--- src/sv/rpu_pkg.sv ---
// Shared types and constants for the raw10 pixel unpacker.
// Used by the front, queue, back and top-level modules; depends on nothing.
package rpu_pkg;

  // Clamp limits for the frame geometry registers.
  localparam int unsigned MaxWidth    = 8192;
  localparam int unsigned MaxHeight   = 8192;
  localparam int unsigned MaxRowBytes = 16384;

  // Default depth of the group queue between the front and back parts.
  localparam int unsigned QueueDepth = 4;

  // Configuration register indexes.
  localparam logic [2:0] RegPackMode    = 3'd0;
  localparam logic [2:0] RegMsbShift    = 3'd1;
  localparam logic [2:0] RegFrameWidth  = 3'd2;
  localparam logic [2:0] RegFrameHeight = 3'd3;
  localparam logic [2:0] RegRowBytes    = 3'd4;

  // Packing modes.
  localparam logic [1:0] ModeMipi      = 2'd0;
  localparam logic [1:0] ModeBitstream = 2'd1;
  localparam logic [1:0] ModeLsb       = 2'd2;
  localparam logic [1:0] ModeMsb       = 2'd3;

  // Configuration register set.
  typedef struct packed {
    logic [1:0]  pack_mode;
    logic [3:0]  msb_shift;
    logic [13:0] frame_width;
    logic [13:0] frame_height;
    logic [14:0] row_bytes;
  } cfg_t;

  // One completed byte group: up to four pixels, already marked.
  typedef struct packed {
    logic [3:0][15:0] px;
    logic [3:0][12:0] col;
    logic [3:0]       rend;
    logic [3:0]       fend;
    logic [3:0]       vld;
    logic [12:0]      row;
  } group_t;

endpackage

--- src/sv/rpu_front.sv ---
// Front part of the raw10 pixel unpacker: gathers bytes into groups, tracks
// row position and builds marked pixel groups. Depends on rpu_pkg.
module rpu_front (
  input  logic           clk_i,
  input  logic           rst_ni,
  input  rpu_pkg::cfg_t  cfg_i,
  input  logic [7:0]     byte_i,
  input  logic           accept_i,
  output logic           push_o,
  output rpu_pkg::group_t group_o
);
  import rpu_pkg::*;

  localparam logic [13:0] OcolMax = '1;

  logic [3:0][7:0] held_q;
  logic [2:0]      phase_q;
  logic [14:0]     bcol_q;
  logic [13:0]     ocol_q;
  logic [12:0]     row_q;

  logic [3:0]       sh;
  logic [13:0]      fw;
  logic [13:0]      fw_m1;
  logic [13:0]      fh;
  logic [13:0]      fh_m1;
  logic [14:0]      rb;
  logic [14:0]      rb_m1;
  logic             wide_mode;
  logic             complete;
  logic             row_last;
  logic             row_hit;
  logic [3:0][15:0] px;
  logic [3:0][14:0] col_w;
  logic [14:0]      ocol_sum;
  logic [13:0]      ocol_sat;

  // Clamp the geometry registers and decode the group size.
  always_comb begin
    sh = (cfg_i.msb_shift > 4'd8) ? 4'd8 : cfg_i.msb_shift;
    if (cfg_i.frame_width == '0) begin
      fw = 14'd1;
    end else if (cfg_i.frame_width > 14'(MaxWidth)) begin
      fw = 14'(MaxWidth);
    end else begin
      fw = cfg_i.frame_width;
    end
    if (cfg_i.frame_height == '0) begin
      fh = 14'd1;
    end else if (cfg_i.frame_height > 14'(MaxHeight)) begin
      fh = 14'(MaxHeight);
    end else begin
      fh = cfg_i.frame_height;
    end
    if (cfg_i.row_bytes < 15'd2) begin
      rb = 15'd2;
    end else if (cfg_i.row_bytes > 15'(MaxRowBytes)) begin
      rb = 15'(MaxRowBytes);
    end else begin
      rb = cfg_i.row_bytes;
    end
    fw_m1     = fw - 14'd1;
    fh_m1     = fh - 14'd1;
    rb_m1     = rb - 15'd1;
    wide_mode = (cfg_i.pack_mode == ModeMipi) || (cfg_i.pack_mode == ModeBitstream);
    complete  = phase_q >= (wide_mode ? 3'd4 : 3'd1);
    row_last  = bcol_q >= rb_m1;
    row_hit   = {1'b0, row_q} == fh_m1;
  end

  // Unpack the held bytes and the incoming byte into pixel values.
  always_comb begin
    px = '0;
    case (cfg_i.pack_mode)
      ModeMipi: begin
        for (int i = 0; i < 4; i++) begin
          px[i] = ({8'h00, held_q[i]} << sh) | {14'd0, byte_i[2*i +: 2]};
        end
      end
      ModeBitstream: begin
        px[0] = {6'd0, held_q[1][1:0], held_q[0]};
        px[1] = {6'd0, held_q[2][3:0], held_q[1][7:2]};
        px[2] = {6'd0, held_q[3][5:0], held_q[2][7:4]};
        px[3] = {6'd0, byte_i, held_q[3][7:6]};
      end
      ModeLsb: begin
        px[0] = {6'd0, byte_i[1:0], held_q[0]};
      end
      default: begin
        px[0] = ({8'h00, held_q[0]} >> (4'd8 - sh)) | ({8'h00, byte_i} << sh);
      end
    endcase
  end

  // Mark each pixel position with its column, validity and end flags.
  always_comb begin
    group_o.px  = px;
    group_o.row = row_q;
    for (int i = 0; i < 4; i++) begin
      col_w[i]        = {1'b0, ocol_q} + 15'(i);
      group_o.col[i]  = col_w[i][12:0];
      group_o.vld[i]  = (wide_mode || (i == 0)) && (col_w[i] < {1'b0, fw});
      group_o.rend[i] = col_w[i] == {1'b0, fw_m1};
      group_o.fend[i] = (col_w[i] == {1'b0, fw_m1}) && row_hit;
    end
    ocol_sum = {1'b0, ocol_q} + (wide_mode ? 15'd4 : 15'd1);
    ocol_sat = (ocol_sum > {1'b0, OcolMax}) ? OcolMax : ocol_sum[13:0];
    push_o   = accept_i && complete && (group_o.vld != '0);
  end

  // Group phase, byte column, pixel column and row counters.
  always_ff @(posedge clk_i or negedge rst_ni) begin
    if (!rst_ni) begin
      held_q  <= '0;
      phase_q <= '0;
      bcol_q  <= '0;
      ocol_q  <= '0;
      row_q   <= '0;
    end else if (accept_i) begin
      if (complete) begin
        ocol_q  <= ocol_sat;
        phase_q <= '0;
      end else begin
        held_q[phase_q[1:0]] <= byte_i;
        phase_q              <= phase_q + 3'd1;
      end
      if (row_last) begin
        bcol_q  <= '0;
        ocol_q  <= '0;
        phase_q <= '0;
        row_q   <= ({1'b0, row_q} >= fh_m1) ? '0 : row_q + 13'd1;
      end else begin
        bcol_q <= bcol_q + 15'd1;
      end
    end
  end

  // Valid lanes of a pushed group always form a prefix starting at lane zero.
  a_vld_prefix: assert property (@(posedge clk_i) disable iff (!rst_ni)
    push_o |-> (group_o.vld == 4'b0001) || (group_o.vld == 4'b0011) ||
               (group_o.vld == 4'b0111) || (group_o.vld == 4'b1111))
    else $error("pushed group has a gap in its valid lanes");

endmodule

--- src/sv/rpu_queue.sv ---
// Short queue of pixel groups between the front and back parts of the unpacker.
// Depends on rpu_pkg for the group type.
module rpu_queue #(
  parameter int unsigned Depth = rpu_pkg::QueueDepth
) (
  input  logic            clk_i,
  input  logic            rst_ni,
  input  logic            push_i,
  input  rpu_pkg::group_t data_i,
  input  logic            pop_i,
  output logic            full_o,
  output logic            valid_o,
  output rpu_pkg::group_t data_o
);
  import rpu_pkg::*;

  localparam int unsigned PtrW = (Depth > 1) ? $clog2(Depth) : 1;
  localparam int unsigned CntW = $clog2(Depth + 1);

  group_t            mem_q [Depth];
  logic [PtrW-1:0]   wr_ptr_q;
  logic [PtrW-1:0]   rd_ptr_q;
  logic [CntW-1:0]   count_q;

  assign full_o  = count_q == CntW'(Depth);
  assign valid_o = count_q != '0;
  assign data_o  = mem_q[rd_ptr_q];

  // Storage is written at the tail only.
  always_ff @(posedge clk_i) begin
    if (push_i) begin
      mem_q[wr_ptr_q] <= data_i;
    end
  end

  // Pointers and fill count.
  always_ff @(posedge clk_i or negedge rst_ni) begin
    if (!rst_ni) begin
      wr_ptr_q <= '0;
      rd_ptr_q <= '0;
      count_q  <= '0;
    end else begin
      if (push_i) begin
        wr_ptr_q <= (wr_ptr_q == PtrW'(Depth - 1)) ? '0 : wr_ptr_q + 1'b1;
      end
      if (pop_i) begin
        rd_ptr_q <= (rd_ptr_q == PtrW'(Depth - 1)) ? '0 : rd_ptr_q + 1'b1;
      end
      if (push_i && !pop_i) begin
        count_q <= count_q + 1'b1;
      end else if (pop_i && !push_i) begin
        count_q <= count_q - 1'b1;
      end
    end
  end

  a_no_overflow: assert property (@(posedge clk_i) disable iff (!rst_ni)
    push_i |-> !full_o)
    else $error("group queue written while full");

  a_no_underflow: assert property (@(posedge clk_i) disable iff (!rst_ni)
    pop_i |-> valid_o)
    else $error("group queue read while empty");

endmodule

--- src/sv/rpu_back.sv ---
// Back part of the unpacker: walks the valid lanes of the head group and
// delivers one pixel per request through an output register. Depends on rpu_pkg.
module rpu_back (
  input  logic            clk_i,
  input  logic            rst_ni,
  input  logic            head_valid_i,
  input  rpu_pkg::group_t head_i,
  output logic            pop_o,
  output logic            out_valid_o,
  input  logic            out_ready_i,
  output logic [15:0]     out_pixel_o,
  output logic [12:0]     out_col_o,
  output logic [12:0]     out_row_o,
  output logic            out_rend_o,
  output logic            out_fend_o
);
  import rpu_pkg::*;

  logic [3:0]  done_q;
  logic        out_valid_q;
  logic [15:0] pixel_q;
  logic [12:0] col_q;
  logic [12:0] row_q;
  logic        rend_q;
  logic        fend_q;

  logic [3:0] rem;
  logic [1:0] lane;
  logic [3:0] sel;
  logic       last;
  logic       adv;

  // Pick the lowest lane not yet delivered from the head group.
  always_comb begin
    rem  = head_i.vld & ~done_q;
    lane = '0;
    for (int i = 3; i >= 0; i--) begin
      if (rem[i]) begin
        lane = 2'(i);
      end
    end
    sel   = 4'b0001 << lane;
    last  = (rem & ~sel) == '0;
    adv   = head_valid_i && (!out_valid_q || out_ready_i);
    pop_o = adv && last;
  end

  // Lane bookkeeping and output valid.
  always_ff @(posedge clk_i or negedge rst_ni) begin
    if (!rst_ni) begin
      done_q      <= '0;
      out_valid_q <= 1'b0;
    end else if (adv) begin
      out_valid_q <= 1'b1;
      done_q      <= last ? '0 : (done_q | sel);
    end else if (out_ready_i) begin
      out_valid_q <= 1'b0;
    end
  end

  // Output payload register.
  always_ff @(posedge clk_i) begin
    if (adv) begin
      pixel_q <= head_i.px[lane];
      col_q   <= head_i.col[lane];
      row_q   <= head_i.row;
      rend_q  <= head_i.rend[lane];
      fend_q  <= head_i.fend[lane];
    end
  end

  assign out_valid_o = out_valid_q;
  assign out_pixel_o = pixel_q;
  assign out_col_o   = col_q;
  assign out_row_o   = row_q;
  assign out_rend_o  = rend_q;
  assign out_fend_o  = fend_q;

  // A group at the head always has a lane left to deliver.
  a_head_has_lane: assert property (@(posedge clk_i) disable iff (!rst_ni)
    head_valid_i |-> rem != '0)
    else $error("head group has no lane left but was not popped");

endmodule

--- src/sv/raw10_pixel_unpacker_unit.sv ---
// Raw sensor byte unpacker. It takes one byte per cycle on the slave stream while
// s_axis_tready is high, in any of the four packing modes, and delivers one pixel per
// cycle on the master stream while m_axis_tready is high. A group of bytes is unpacked
// in the cycle its last byte arrives and placed in a queue of QueueDepth groups; the
// back part delivers the group's pixels one per cycle from the queue head through its
// output register. Since a group of five bytes gives at most four pixels, and a group
// of two bytes one, the output keeps up with a continuous byte stream while
// m_axis_tready stays high; s_axis_tready falls only while the queue is full.
// Configuration is written through cfg_we_i, cfg_idx_i and cfg_wdata_i and
// takes effect on the next byte. No clearing pass is needed after reset.
module raw10_pixel_unpacker_unit #(
  parameter int unsigned QueueDepth = rpu_pkg::QueueDepth
) (
  input  logic        clk_i,
  input  logic        rst_ni,
  // Configuration write port.
  input  logic        cfg_we_i,
  input  logic [2:0]  cfg_idx_i,
  input  logic [14:0] cfg_wdata_i,
  // Byte input stream.
  input  logic        s_axis_tvalid,
  output logic        s_axis_tready,
  input  logic [7:0]  s_axis_tdata,   // data_byte[7:0]
  // Pixel output stream.
  output logic        m_axis_tvalid,
  input  logic        m_axis_tready,
  output logic [47:0] m_axis_tdata,   // pixel[15:0], pixel_col[28:16], pixel_row[41:29], zero
  output logic        m_axis_tlast,   // row_end
  output logic [0:0]  m_axis_tuser    // frame_end
);
  import rpu_pkg::*;

  cfg_t   cfg_q;
  group_t front_group;
  group_t head_group;
  logic   accept;
  logic   push;
  logic   pop;
  logic   full;
  logic   head_valid;
  logic [15:0] out_pixel;
  logic [12:0] out_col;
  logic [12:0] out_row;
  logic        out_rend;
  logic        out_fend;

  // Configuration registers.
  always_ff @(posedge clk_i or negedge rst_ni) begin
    if (!rst_ni) begin
      cfg_q.pack_mode    <= ModeMipi;
      cfg_q.msb_shift    <= 4'd2;
      cfg_q.frame_width  <= 14'd640;
      cfg_q.frame_height <= 14'd480;
      cfg_q.row_bytes    <= 15'd800;
    end else if (cfg_we_i) begin
      case (cfg_idx_i)
        RegPackMode:    cfg_q.pack_mode    <= cfg_wdata_i[1:0];
        RegMsbShift:    cfg_q.msb_shift    <= cfg_wdata_i[3:0];
        RegFrameWidth:  cfg_q.frame_width  <= cfg_wdata_i[13:0];
        RegFrameHeight: cfg_q.frame_height <= cfg_wdata_i[13:0];
        RegRowBytes:    cfg_q.row_bytes    <= cfg_wdata_i;
        default: ;
      endcase
    end
  end

  // Bytes are taken whenever the queue has room for a group.
  assign s_axis_tready = !full;
  assign accept        = s_axis_tvalid && s_axis_tready;

  rpu_front u_front (
    .clk_i    (clk_i),
    .rst_ni   (rst_ni),
    .cfg_i    (cfg_q),
    .byte_i   (s_axis_tdata),
    .accept_i (accept),
    .push_o   (push),
    .group_o  (front_group)
  );

  rpu_queue #(
    .Depth (QueueDepth)
  ) u_queue (
    .clk_i   (clk_i),
    .rst_ni  (rst_ni),
    .push_i  (push),
    .data_i  (front_group),
    .pop_i   (pop),
    .full_o  (full),
    .valid_o (head_valid),
    .data_o  (head_group)
  );

  rpu_back u_back (
    .clk_i        (clk_i),
    .rst_ni       (rst_ni),
    .head_valid_i (head_valid),
    .head_i       (head_group),
    .pop_o        (pop),
    .out_valid_o  (m_axis_tvalid),
    .out_ready_i  (m_axis_tready),
    .out_pixel_o  (out_pixel),
    .out_col_o    (out_col),
    .out_row_o    (out_row),
    .out_rend_o   (out_rend),
    .out_fend_o   (out_fend)
  );

  // Pack the result fields onto the output stream.
  assign m_axis_tdata = {6'd0, out_row, out_col, out_pixel};
  assign m_axis_tlast = out_rend;
  assign m_axis_tuser = out_fend;

endmodule

--- config.mk ---
export PLATFORM = sky130hd
export DESIGN_NAME = raw10_pixel_unpacker_unit
export DESIGN_NICKNAME = d
export VERILOG_FILES = /design/src/sv/rpu_pkg.sv /design/src/sv/rpu_front.sv /design/src/sv/rpu_queue.sv /design/src/sv/rpu_back.sv /design/src/sv/raw10_pixel_unpacker_unit.sv
export SDC_FILE = /design/constraint.sdc
export NUM_CORES = 1
export LEC_CHECK = 0
export BUFFER_PORTS_ARGS = -buffer_cell sky130_fd_sc_hd__buf_4
export CAP_MARGIN = 20
export CORE_ASPECT_RATIO = 0.8
export CORE_MARGIN = 3
export CORE_UTILIZATION = 50
export DETAILED_ROUTE_END_ITERATION = 6
export GPL_TIMING_DRIVEN = 1
export PLACE_DENSITY_LB_ADDON = 0.15
export RECOVER_POWER = 50
export SETUP_SLACK_MARGIN = 0.4
export SYNTH_ARGS = -nofsm -noshare
export SYNTH_HDL_FRONTEND = slang
export SYNTH_HIERARCHICAL = 1
export SYNTH_SLANG_ARGS = --single-unit
export TNS_END_PERCENT = 50
--- constraint.sdc ---
create_clock -name clk_i -period 11.1 [get_ports clk_i]
set_input_delay 3.33 -clock clk_i [delete_from_list [all_inputs] [get_ports clk_i]]
set_output_delay 3.33 -clock clk_i [all_outputs]
set_load 0.02 [all_outputs]
* Yosys cells after proc, flatten, opt, wreduce, memory -nomap -nowiden *
Memory sizes are Yosys's and may differ from the RTL's.
Index checks and enable logic that the tools add are counted.

operators by class
  mux-type cells = 42
  eq/ne operators = 14
  $add $sub $neg = 15
  shifts and indexed selects = 7
  bitwise logic cells = 11
  magnitude comparators = 16
  reduce and logical (&&, ||, !) cells = 39

operators by type and width
  operator                 number
  $mux W14                 7
  $pmux W48 S2             1
  $shl A8 B4 Y16           5
  $or A16 B2 Y16           4
  $pmux W16 S3             1
  $eq A15 B14 Y1           3
  $lt A15 B14 Y1           3
  $mux W15                 3
  $bmux W16 S2             1
  $bwmux W32               1
  $add A14 B2 Y15 const B  2
  $gt A14 B14 Y1 const B   2
  $logic_not A14 Y1        2
  $sub A14 B1 Y14 const B  2
  $bmux W13 S2             1
  $mux W13                 2
  $mux W3                  6
  $demux W8 S2             1
  $mux W16                 1
  $or A16 B16 Y16          1
  $reduce_and A2 Y1        8
  $shr A8 B4 Y16           1
  $add A14 B1 Y15 const B  1
  $add A14 B15 Y15         1
  43 further kinds         84

storage, ports and cells
  logic and storage cells = 168
  memories kept = 1
  RAM bits = 564
  output and inout port bits = 52
  register bits after elaboration = 182

memories
  name           depth  width  read ports  clocked after memory_dff  wr ports  line             text
  u_queue.mem_q  4      141    1           0                         1         rpu_queue.sv:20  group_t mem_q [Depth];

* Depth between registers and ports, before layout *
  depth after elaboration = 14
  depth in mapped cells = 21

* Hierarchy *
The synthesis kept the hierarchy.

by module, submodules not included
  module                     area an instance (um2)  times used  sequential area each (um2)  cells an instance
  rpu_queue                  20,737.4                1           17,111.4                    774
  rpu_front                  11,247.0                1           1,926.8                     1,433
  rpu_back                   2,414.8                 1           1,446.4                     190
  raw10_pixel_unpacker_unit  1,955.6                 1           1,238.7                     117

* Worst setup path after synthesis *
Ideal clock, no wire load.

  kind = input-to-reg
  from = input s_axis_tvalid
  to = memory u_queue/mem_q[0][0] in the netlist's numbering, enable pin
  arrival time = 7.544 ns
  cell stages on the path = 6
  library setup time = 0.517 ns
  path buffers = 1
  setup slack = 3.039 ns
  data required time = 10.583 ns
  path through = nor2b_1 -> clkbuf_1 -> inv_1 -> nor2_1 -> o41a_1 -> and2_1

on the way
  longest elaborated chain between the ends = 5

RTL lines
  item                               line                             text
  start, declared                    raw10_pixel_unpacker_unit.sv:21  input logic s_axis_tvalid,
  $logic_and A1 B1 Y1                raw10_pixel_unpacker_unit.sv:69  assign accept = s_axis_tvalid && s_axis_tready;
  $logic_and A1 B1 Y1 (2 in series)  rpu_front.sv:108                 push_o = accept_i && complete && (group_o.vld != '0);
  net push                           raw10_pixel_unpacker_unit.sv:37  logic push;
  $mux W1                            rpu_queue.sv:31                  if (push_i) begin
  $mux W1 (implied by the code)      rpu_queue.sv:32                  mem_q[wr_ptr_q] <= data_i;
  end, declared                      rpu_queue.sv:20

The timed path passes the listed nets, and every way through them passes these cells.

==> qor.csv <==
stage;metric;value;unit
cts;Setup Fix Bufs, Post-CTS;0;
sta;final hold viol count;0;
logic_synthesis;Distinct cells, synth;97;
sta;Final Skew;0.03418;ns
floorplan;Die H;247.2;um
pwr;Max VDD drop;0.0002351;V
sta;Max transition margin;-2.404;
finish;fin nets;2641;
logic_synthesis;post-synthesis register bit count;746;
grt;largest net degree at the start of global routing;106;
logic_synthesis;ranking of synthesized cells by area;edfxtp_1, mux4_2, dfrtp_1;
cts;Max H-tree Level;3;
finish;Finished Cell Area;39550;um2
worst_hold_path;hold crit path type;reg -> reg;
grt;initial antenna violation count;1;
worst_hold_path;Hold Crit Endpoint;u_queue/count_q[2]$_DFFE_PN0P_;
sta;setup violation total in the final timing report;0;
sta;Final Max Tran Viols;465;
floorplan;num ports;83;
setup_path;R2R Setup Slk;3.05;ns
setup_path;CP Capture Type;flop;
pwr;sequential share of power;0.404;
floorplan;Starting Density;0.5107;
grt;gr ovfl total;0;
cts;clock tree root driver cell;clkbuf_16;
route;First-pass DRT Iterations;6;
floorplan;core area;71190;um2
setup_path;WP data arrival;8.34;ns
pwr;Comb pwr share;0.376;
worst_hold_path;worst hold start;u_queue/count_q[2]$_DFFE_PN0P_;
setup_path;CP Cell Sequence;clkbuf_1 > nor2b_2 > clkbuf_1 > inv_1 > ha_1 > xnor2_1 > a211oi_1 > a2111oi_0 > o22ai_1 > a21oi_1;
outcome;failing checks;capacitance limit, slew limit;
cts;CTS buffer count;76;
cts;latest clock arrival within the worst-skew pair;0.64;ns
setup_path;path depth of the worst reg2reg path;10;
sta;worst-margin pin slew;5.106;ns
place;GP Congestion;0.9339;
finish;final core utilization;0.5556;
setup_path;Crit Path Category;reg -> reg;
logic_synthesis;Post-Syn Instances;2514;
route;post-route ant nets;0;
route;initial DRC count;2445;
logic_synthesis;post-synth top area cell;edfxtp_1;
finish;layout cells sized above 1;0.1905;
setup_path;most used cell, CP;clkbuf_1;
route;drt wl/cell;26.48;um
setup_path;Setup crit start;cfg_q[46]$_DFFE_PN0P_;
sta;RSZ-0062 raised after global routing;no;
finish;FILL cells;5732;
logic_synthesis;Yosys warnings;6;
logic_synthesis;EDFF count, synth;608;
logic_synthesis;most instantiated cells after synthesis;edfxtp_1, mux4_2, nor2_1;
setup_path;critical path's slowest cell;clkbuf_1;
pwr;total power;10.93;mW
floorplan;Die X;307.5;um
grt;first-pass GRT wire length;139400;um
setup_path;slowest cell delay on critical path;1.56;ns
setup_path;capturing point of the worst reg2reg path;u_queue/mem_q[1][79]$_DFFE_PP_;
place;dpl cell area;37260;um2
finish;Syn-to-layout area delta;8.800;%
pwr;Clk pwr share;0.220;
place;dpl hpwl;60710;um
worst_hold_path;hold path depth;1;
logic_synthesis;Async SR Flop Fraction;0.1850;
route;DR vias/cell;6.361;
logic_synthesis;most common flop cell mapped by yosys;edfxtp_1;
setup_path;Worst EP required;11.39;ns
cts;clock-pin transition on the worst setup and hold timing paths;0.07;ns
logic_synthesis;most common cell in the netlist;edfxtp_1;
flow_run;Maximum Capacitance Violations;10;
setup_path;crit start category;flop;
cts;CTS Hold Bufs;0;
sta;fin crit share;0.7250;
setup_path;Reg2Reg Launch Point;cfg_q[46]$_DFFE_PN0P_;
cts;worst-case clock buffer depth;3;
pwr;Psw;4.058;mW
sta;achievable frequency;124.3;MHz
floorplan;die area;76000;um2
floorplan;Rows;87;
cts;TritonCTS Sinks;746;
logic_synthesis;sequential share of the synthesized area;0.5975;
route;Routed WL;92460;um
grt;gr usage total;0.2450;
pwr;switch share;0.3712;
sta;post-route minimum period;8.047;ns
grt;vias in the first global route;21850;
pwr;power per cell area;276.4;nW/um2
setup_path;Critical Path Fanout Max;54;
pwr;Static Leak;14.05;nW
logic_synthesis;Post-Syn Area per Cell;14.46;um2
pwr;Cell Int Power;6.873;mW
route;Post-route DRC;0;
sta;setup TNS;0;ns
logic_synthesis;top cell type's share of synthesized area;0.5022;
logic_synthesis;Synth Cell Area;36350;um2
cts;CTS tree;built;
cts;post_cts resized;0;
route;via count;22210;
outcome;status;finished, violations left;
place;PortBufs;76;
-- cells in the final DEF (no fill, tap or decap), drive strengths merged, types with 52 or more instances in the layout --
| master | n |
|---|---|
| nor2 | 131 |
| ha | 108 |
| a22oi | 80 |
| edfxtp | 608 |
| o21ai | 105 |
| buf | 94 |
| xnor2 | 59 |
| mux2 | 88 |
| mux2i | 79 |
| clkbuf | 109 |
| mux4 | 147 |
| a21oi | 84 |
| nand2 | 123 |
| nor3 | 52 |
| dfrtp | 128 |
-- through the flow --
stage	instances	hold WS, ns	setup slack (ns)
after floorplan	2519	0.4491	3.039
after global placement	3355	0.4729	3.987
after detailed placement	3355	0.4820	3.885
after CTS	3489	0.4972	4.548
after global routing	3491	0.5235	2.536
final	3492	0.4988	3.053
-- final cells by class --
cell class | instances | area (um2) | area share
Tap cell | 934 | 1169 | 0.02954
Clock buffer | 89 | 1971 | 0.04982
Antenna cell | 1 | 2.502 | 0.00006327
Timing Repair Buffer | 114 | 813.3 | 0.02056
Multi-Input combinational cell | 1520 | 13320 | 0.3368
Sequential cell | 746 | 21730 | 0.5494
Inverter | 43 | 161.4 | 0.004081
Clock inverter | 45 | 386.6 | 0.009774
-- power by group through the flow --
stage	logic, mW	clock network (mW)	registers, mW
final	4.11	2.41	4.41
after global routing	4.46	2.57	4.49
after CTS	4.08	2.47	4.41
after detailed placement	4.07	0	4.46
after global placement	4.01	0	4.43
after floorplan	2.98	0	4.29
-- cell families (layout without fill, tap and decap cells) --
| group | after synthesis | in the layout | share of synthesized area |
|---|---|---|---|
| DFF | 746 | 746 | 0.5975 |
| other | 1 | 7 | 0.0001031 |
| adders and majority gates | 109 | 109 | 0.03772 |
| and+or+nand+nor | 527 | 527 | 0.07554 |
| buffers and inverters | 253 | 291 | 0.03717 |
| muxes | 314 | 314 | 0.1403 |
| xor gates and xnor gates | 103 | 103 | 0.02595 |
| AOI/OAI and AO/OA | 461 | 461 | 0.08570 |
-- worst max-delay path: cells and delay by family, from the launching register on --
family / cells / cell delay [ns]
fa+ha+maj: 1 / 0.61
compound gates: 4 / 1.65
xor+xnor: 1 / 0.69
flops: 1 / 0.40
simple gates: 1 / 0.34
buf+inv: 3 / 3.96
-- worst max-delay path by stage --
stage                     slack [ns]                         endpoint  cells past startpoint
after CTS                       4.55  u_queue/mem_q[1][130]$_DFFE_PP_                      8
after detailed placement        3.89   u_queue/mem_q[1][83]$_DFFE_PP_                      8
after global routing            2.54   u_queue/mem_q[3][79]$_DFFE_PP_                     10
final                           3.05   u_queue/mem_q[1][79]$_DFFE_PP_                     10
after floorplan                 3.04    u_queue/mem_q[0][0]$_DFFE_PP_                      6
after global placement          3.99   u_queue/mem_q[2][33]$_DFFE_PP_                      8
-- registers in the layout, summed over array words and instances, names as in the netlist --
| signal | cells |
|---|---|
| u_front/held_q | 32 |
| u_back/out_rend_o | 1 |
| u_queue/mem_q | 564 |
| u_front/row_q | 13 |
| u_queue/count_q | 3 |
| u_front/phase_q | 3 |
| u_back/done_q | 4 |
| u_back/out_row_o | 13 |
| u_queue/wr_ptr_q | 2 |
| u_back/out_col_o | 13 |
| cfg_q | 49 |
| u_back/out_fend_o | 1 |
| u_back/out_pixel_o | 16 |
| u_front/ocol_q | 14 |
| u_queue/rd_ptr_q | 2 |
| u_back/out_valid_o | 1 |
| u_front/bcol_q | 15 |
-- routing by layer --
metal  vias up  global-route usage  part of all wire
met5         -            0.009690            0.0010
met2       950              0.3386              0.42
met4         2             0.05349             0.017
li1       9748                   -                 -
met1     11380              0.3782              0.46
met3       137             0.07621              0.10
Power figures use the tool's default switching activity.
